==> src/rtl/lbsp_pkg.sv <==
// Shared types, constants and build-time table functions for the log band
// spectrum peak-hold block. No dependencies.
`timescale 1ns / 1ps
`default_nettype none

package lbsp_pkg;

   // Fixed field widths
   localparam int MAG_W    = 24;
   localparam int POS_W    = 12;
   localparam int CNT_W    = 10;
   localparam int SUM_W    = 34;   // 1023 bins of 24 bits
   localparam int LVL_W    = 16;
   localparam int HOLD_W   = 8;
   localparam int IDX_W    = 6;
   localparam int CSR_A_W  = 3;
   localparam int CSR_D_W  = 16;
   localparam int MAX_BANDS = 64;

   // Arithmetic unit widths
   localparam int ALU_A_W  = 50;
   localparam int ALU_B_W  = 35;
   localparam int PROD_W   = 58;
   localparam int QUO_BITS = 15;
   localparam int DIV_CNT_W = 4;

   localparam logic [POS_W-1:0]  POS_MAX    = 12'd4095;
   localparam logic [CNT_W-1:0]  COUNT_MAX  = 10'd1023;
   localparam logic [LVL_W-1:0]  FULL_SCALE = 16'd32768;
   localparam logic [23:0]       SCALE_DIV  = 24'd10000000;
   localparam int                GATE_BIN   = 5;
   localparam int                MIN_HZ     = 100;

   // Register indexes
   localparam logic [CSR_A_W-1:0] CSR_GAIN       = 3'd0;
   localparam logic [CSR_A_W-1:0] CSR_NOISE_GATE = 3'd1;
   localparam logic [CSR_A_W-1:0] CSR_SMOOTH     = 3'd2;
   localparam logic [CSR_A_W-1:0] CSR_HOLD       = 3'd3;
   localparam logic [CSR_A_W-1:0] CSR_FALL       = 3'd4;

   typedef enum logic [0:0] {
      ALU_MUL,
      ALU_SUB
   } alu_op_type;

   typedef struct packed {
      alu_op_type         op;
      logic [ALU_A_W-1:0] a;
      logic [ALU_B_W-1:0] b;
   } alu_req_type;

   typedef struct packed {
      logic [PROD_W-1:0]  prod;
      logic [ALU_A_W-1:0] diff;
      logic               borrow;
   } alu_rsp_type;

   // One band entry of one channel
   typedef struct packed {
      logic [SUM_W-1:0]  sum;
      logic [CNT_W-1:0]  cnt;
      logic [LVL_W-1:0]  lvl;
      logic [LVL_W-1:0]  pk;
      logic [HOLD_W-1:0] hold;
   } band_word_type;

   typedef enum logic [3:0] {
      ST_IDLE,
      ST_SEEK,
      ST_ACC,
      ST_WRD,
      ST_WLOAD,
      ST_WQMUL,
      ST_WCMP,
      ST_WDIV,
      ST_WGATE,
      ST_WSM1,
      ST_WSM2,
      ST_WFIN
   } seq_state_type;

   // First bin of each band; unused bands hold FFT_POINTS/2
   typedef logic [MAX_BANDS-1:0][POS_W-1:0] start_table_type;

   // log2 in Q30 by repeated squaring, truncated
   function automatic logic [63:0] log2_q30(input logic [31:0] x);
      int          e;
      logic [63:0] m;
      logic [63:0] res;
      int          bitn;
      e = 31;
      m = '0;
      res = '0;
      if (x != 32'd0) begin
         while (x[e] == 1'b0) e = e - 1;
         if (e <= 30) m = 64'(x) << (30 - e);
         else m = 64'(x >> (e - 30));
         res = 64'(e) << 30;
         for (bitn = 29; bitn >= 0; bitn--) begin
            m = (m * m) >> 30;
            if (m >= (64'd2 << 30)) begin
               m = m >> 1;
               res[bitn] = 1'b1;
            end
         end
      end
      return res;
   endfunction

   // Band b starts at the first used bin i with (a-lo)*bands >= b*(c-d)
   function automatic start_table_type bin_start_table(input int bands, input int points,
                                                       input int rate);
      start_table_type t;
      int              half;
      int              i;
      int              bb;
      logic [31:0]     fi;
      logic [63:0]     a;
      logic [63:0]     lo;
      logic [63:0]     c;
      logic [63:0]     d;
      logic [63:0]     num;
      logic [63:0]     den;
      half = points >> 1;
      for (bb = 0; bb < MAX_BANDS; bb++) t[bb] = POS_W'(half);
      lo = log2_q30(32'(MIN_HZ * points));
      c  = log2_q30(32'(rate >> 1));
      d  = log2_q30(32'(MIN_HZ));
      den = c - d;
      for (i = 0; i < half; i++) begin
         fi = 32'(i * rate);
         if (i >= GATE_BIN && fi >= 32'(MIN_HZ * points)) begin
            a = log2_q30(fi);
            if (t[0] == POS_W'(half)) t[0] = POS_W'(i);
            if (c > d && a > lo) begin
               num = (a - lo) * 64'(bands);
               for (bb = 1; bb < bands; bb++) begin
                  if (t[bb] == POS_W'(half) && num >= den * 64'(bb)) t[bb] = POS_W'(i);
               end
            end
         end
      end
      return t;
   endfunction

endpackage

`default_nettype wire

==> src/rtl/lbsp_alu.sv <==
// Shared arithmetic unit: one multiplier and one subtractor with borrow.
// Depends on lbsp_pkg.
`timescale 1ns / 1ps
`default_nettype none

module lbsp_alu (
   input  lbsp_pkg::alu_req_type req,
   output lbsp_pkg::alu_rsp_type rsp
);

   logic [lbsp_pkg::ALU_A_W:0] diff_full;

   // 34 x 24 product; operands are narrow enough for both uses
   always_comb begin
      diff_full = {1'b0, req.a} - {{(lbsp_pkg::ALU_A_W + 1 - lbsp_pkg::ALU_B_W){1'b0}}, req.b};
      rsp.prod  = '0;
      rsp.diff  = '0;
      rsp.borrow = 1'b0;
      unique case (req.op)
         lbsp_pkg::ALU_MUL: begin
            rsp.prod = lbsp_pkg::PROD_W'(req.a[lbsp_pkg::SUM_W-1:0]) *
                       lbsp_pkg::PROD_W'(req.b[23:0]);
         end
         lbsp_pkg::ALU_SUB: begin
            rsp.diff   = diff_full[lbsp_pkg::ALU_A_W-1:0];
            rsp.borrow = diff_full[lbsp_pkg::ALU_A_W];
         end
      endcase
   end

endmodule

`default_nettype wire

==> config.mk <==
export PLATFORM = sky130hd
export DESIGN_NAME = lbsp_alu
export DESIGN_NICKNAME = d
export VERILOG_FILES = /design/src/rtl/lbsp_pkg.sv /design/src/rtl/lbsp_alu.sv
export SDC_FILE = /design/constraint.sdc
export NUM_CORES = 2
export LEC_CHECK = 0
export BUFFER_PORTS_ARGS = -buffer_cell sky130_fd_sc_hd__buf_2
export CAP_MARGIN = 20
export CORE_ASPECT_RATIO = 0.7
export CORE_UTILIZATION = 55
export DETAILED_ROUTE_END_ITERATION = 10
export PLACE_DENSITY = 0.71
export SLEW_MARGIN = 20
export SYNTH_ARGS = -nofsm -noshare
export SYNTH_HDL_FRONTEND = slang
export SYNTH_SLANG_ARGS = --single-unit
==> constraint.sdc <==
create_clock -name vclk -period 18.6
set_input_delay 1.86 -clock vclk [all_inputs]
set_output_delay 1.86 -clock vclk [all_outputs]
set_load 0.005 [all_outputs]
## Yosys cells after proc, flatten, opt, wreduce, memory -nomap -nowiden

Cells that the tools add are included.

- Add/sub/neg operators: 1
- Multipliers: 1
- Muxes and demuxes: 2

Operators by type and width:

| operator | count |
|---|---|
| 34-bit by 24-bit multiplier with 58-bit output | 1 |
| 58-bit two-way mux | 1 |
| 51-bit two-way mux | 1 |
| 50-bit by 35-bit subtractor with 51-bit output | 1 |

- Register bits after elaboration: 0
- Bits of input ports: 86
- Word-level logic and storage cells: 4

## Longest topological paths before layout

- Word-level depth: 2
- Gate-level depth with buffers: 27
- Gate-level depth less buffers: 25

## Worst setup path after synthesis

Ideal clock, no wire load.

- Path type: input to output
- Start: in req[3] in the netlist's numbering
- End: out rsp[103] in the netlist's numbering
- Data arrival time: 8.448 ns
- Slack: 8.292 ns
- Stages on the path: 26
- Buffers on the path: 3
- Path through: clkbuf_1 clkbuf_1 nand2_1 fa_1 inv_1 fa_1 inv_1 fa_1 fa_1 inv_1 fa_1 fa_1 inv_1 fa_1 inv_1 ha_1 buf_2 nand4_1 or4b_1 o32a_1 and4b_1 nor2_2 o2111a_2 o21bai_2 o21bai_1 mux2_1

RTL lines:

| element | RTL line | text |
|---|---|---|
| start: declaration | lbsp_alu.sv:7 | `input lbsp_pkg::alu_req_type req,` |
| end: declaration | lbsp_alu.sv:8 | `output lbsp_pkg::alu_rsp_type rsp` |

==> summary by stage <==
Run status
The run finished with clean final reports.

Drt
In this run the remaining antenna-violating nets after routing total 0. Using the TritonRoute via totals, the vias-per-cell ratio works out to 5.52. The iteration-0 DRC count of the detailed router is 1459. After detailed routing, the number of remaining DRC violations is 0.

After detailed routing, the average wire length per cell comes to 19.3 um. The detailed-route via count is 23200. The sum of routed wire length over all layers is 81.2 mm. The first TritonRoute pass finished after 7 iterations.

Floorplanning
The floorplan has 70 rows. The die extent in x is 278 um. For this configuration, the core starts out at a cell density of 56.0%. The die covers 54400 um^2. The core outline area is 52500 um^2.

In this run the count of I/O pins placed on the die edge is 195. From bottom edge to top edge, the die measures 195 um.

Placed design
The count of buffers from port buffering is 195. Summed over all nets, the half-perimeter wirelength after detailed placement is 64.1 mm. Routability-driven placement finished with a final weighted congestion of 0.963.

STA
The final max-slew violation count came to 0. The minimum period implied by the final worst setup slack is 11.69 ns. Setup repair after global routing left no endpoint under its margin.

Summed over all failing endpoints, the final setup total negative slack is 0 ns. The final hold violation count is 0. Setup violations remaining at the end of the flow were counted as 0.

The highest attainable clock frequency is 85.6 MHz. In this run the tightest slew margin relative to its limit is 24.4%. After layout, the worst path uses 62.8% of the clock period. The pin slew with the least headroom to its limit is 1.13 ns.

Synth
The multiplexer fraction of the synthesized cell area is 0.426%. The most numerous cell in the Yosys netlist is sky130_fd_sc_hd__inv_1. The fraction of post-synthesis cell area in the top cell type by area is 47.9%. In the post-synthesis netlist, the biggest area contributors are sky130_fd_sc_hd__fa_1 48%, sky130_fd_sc_hd__inv_1 11%, sky130_fd_sc_hd__ha_1 10%.

Averaged over all synthesized cells, the footprint is 8.39 um^2. The parity-gate share of the synthesized area counting xor and xnor cells is 2.33%. sky130_fd_sc_hd__fa_1 takes more of the synthesized area than any other cell. The number of instances in the synthesized netlist is 3503.

The simple logic cell fraction of the synthesized area is 19.5%. After Yosys synthesis, full adders, half adders and majority gates account for 58.2% of the synthesized area. The sequential share of the synthesized area is 0%.

The area fraction in compound gates after synthesis is 6.52%. The mapped netlist covers 29400 um^2. The count of synthesis-stage warnings from yosys is 0. The post-synthesis cell type count is 77. Counting every net in the synthesized netlist gives 4535. The largest family of logic cells by synthesized area is adder cells. The commonest cells after synthesis are 841 x sky130_fd_sc_hd__inv_1, 703 x sky130_fd_sc_hd__fa_1, 480 x sky130_fd_sc_hd__nand2_1, 391 x sky130_fd_sc_hd__and2_1, 243 x sky130_fd_sc_hd__ha_1.

Cells and area
In the final layout, the multi-input gates occupy 25600 um^2. The filler cell count is 4827. Clock buffers in the final layout number 0. The design has 0 sequential cells.

The area growth from synthesis to layout is 4.07%. The number of antenna diodes in the final layout is 0. The sequential cells in the finished layout cover a total of 0 um^2.

The number of nets in the layout is 4562. The fraction of layout instances using a drive strength above 1 is 6.32%.

CTS
The hold-fix buffer count after cts is 0. The count of cells resized by post-cts repair is 0. The post-CTS setup buffer count is 0.

Worst setup path
The maximum fanout count along the critical path is 34. The sort of element at the start of the critical path is an input port. The endpoint required time on the critical path is 16.74 ns. The worst path arrival time is 9.83 ns. The worst setup path is captured at an output pin. The kind of critical path is input port to output pin.

Global routing
The number of antenna violations at the first check in global routing was 0. The first global-routing pass estimated 132 mm of wire. The overall track demand over capacity in global routing is 30.9%. The number of global-route vias before repair is 24100. The maximum number of pins on one net before global-route repair is 65. Global routing finished with a remaining overflow of 0.

Worst hold path
In this run the most critical hold path is launched from req[81]. The tightest min-delay check is of the input port to output pin type. The number of instances on the worst hold path is 4.

The worst hold path terminates at rsp[47].

Flow run
The tool flagged a number of max-cap violations equal to 0.
## per-layer routing
metal / track usage, % / vias up / wire length, um
li1: - / 10400 / -
met1: 44.6 / 11800 / 35000
met2: 50.9 / 889 / 38400
met3: 2.66 / 135 / 5610
met4: 7.16 / 0 / 2210
met5: 0 / - / 0
## cells in the final DEF (no fill, tap or decap), types with 4 or more instances in the layout
master,instances
sky130_fd_sc_hd__a31oi_1,18
sky130_fd_sc_hd__a21o_1,45
sky130_fd_sc_hd__fa_1,703
sky130_fd_sc_hd__or2_2,5
sky130_fd_sc_hd__nor3_1,19
sky130_fd_sc_hd__nor4b_1,4
sky130_fd_sc_hd__a21oi_1,91
sky130_fd_sc_hd__xor2_1,39
sky130_fd_sc_hd__nand4_1,23
sky130_fd_sc_hd__o21ai_0,40
sky130_fd_sc_hd__nand2b_1,17
sky130_fd_sc_hd__nand3_1,25
sky130_fd_sc_hd__and2_1,391
sky130_fd_sc_hd__nor2b_1,14
sky130_fd_sc_hd__nor3b_1,4
sky130_fd_sc_hd__nor2_1,143
sky130_fd_sc_hd__o21bai_1,20
sky130_fd_sc_hd__nor4_1,5
sky130_fd_sc_hd__o21a_1,9
sky130_fd_sc_hd__xnor2_1,39
sky130_fd_sc_hd__ha_1,243
sky130_fd_sc_hd__or3_1,6
sky130_fd_sc_hd__o211ai_1,9
sky130_fd_sc_hd__mux2i_1,8
sky130_fd_sc_hd__o31ai_1,4
sky130_fd_sc_hd__a211oi_1,5
sky130_fd_sc_hd__and3_1,11
sky130_fd_sc_hd__buf_2,195
sky130_fd_sc_hd__o2111ai_1,4
sky130_fd_sc_hd__inv_1,841
sky130_fd_sc_hd__nand2_1,480
sky130_fd_sc_hd__buf_4,4
## metrics by stage
stage	cell area, um^2	util, %	hold slack, ns	worst slack, ns	std cells
finish	30600	58.3	4.05	6.91	4212
global route	30600	58.3	4.08	6.70	4212
CTS	30600	58.3	4.05	6.99	4212
detailed placement	30600	58.3	4.05	7.01	4212
global placement	30600	58.3	4.04	7.13	4212
floorplan	29400	-	3.82	8.29	3503
## worst max-delay path by stage
stage / to / slack (ns) / startpoint
after floorplan: rsp[103] / 8.29 / req[3]
after global placement: rsp[108] / 7.13 / req[3]
after detailed placement: rsp[108] / 7.01 / req[3]
after CTS: rsp[108] / 6.99 / req[3]
after global routing: rsp[108] / 6.70 / req[3]
final: rsp[108] / 6.91 / req[3]
## worst max-delay path, stage by stage
cell and delay [ns]:
sky130_fd_sc_hd__buf_2 0.61, sky130_fd_sc_hd__nand2_1 0.19, sky130_fd_sc_hd__fa_1 0.58, sky130_fd_sc_hd__inv_1 0.05, sky130_fd_sc_hd__fa_1 0.50, sky130_fd_sc_hd__inv_1 0.06, sky130_fd_sc_hd__fa_1 0.56, sky130_fd_sc_hd__fa_1 0.45
sky130_fd_sc_hd__fa_1 0.55, sky130_fd_sc_hd__inv_1 0.05, sky130_fd_sc_hd__fa_1 0.48, sky130_fd_sc_hd__inv_1 0.06, sky130_fd_sc_hd__fa_1 0.48, sky130_fd_sc_hd__inv_1 0.05, sky130_fd_sc_hd__ha_1 0.21, sky130_fd_sc_hd__a2111oi_0 0.38
sky130_fd_sc_hd__o21ai_0 0.24, sky130_fd_sc_hd__nand4_1 0.15, sky130_fd_sc_hd__nand3_1 0.18, sky130_fd_sc_hd__a311oi_1 1.00, sky130_fd_sc_hd__nand2_1 0.30, sky130_fd_sc_hd__and4_1 0.23, sky130_fd_sc_hd__or4_1 0.44, sky130_fd_sc_hd__buf_2 0.16
## cells by family after synthesis
kind of cell | after synthesis
AO/OA/AOI/OAI | 287
adder cells (fa/ha/maj) | 946
buffers and inverters | 1016
multiplexers | 12
AND/OR/NAND/NOR | 1164
XOR/XNOR | 78
## layout make-up
class,count,share of cell area [%]
timing repair buffer,199,3.29
inverter,842,10.3
multi-input combinational,2487,83.6
tap,684,2.80
Power is not shown: default switching activity piles up to over one toggle a cycle in this logic, so the estimate is an artifact.
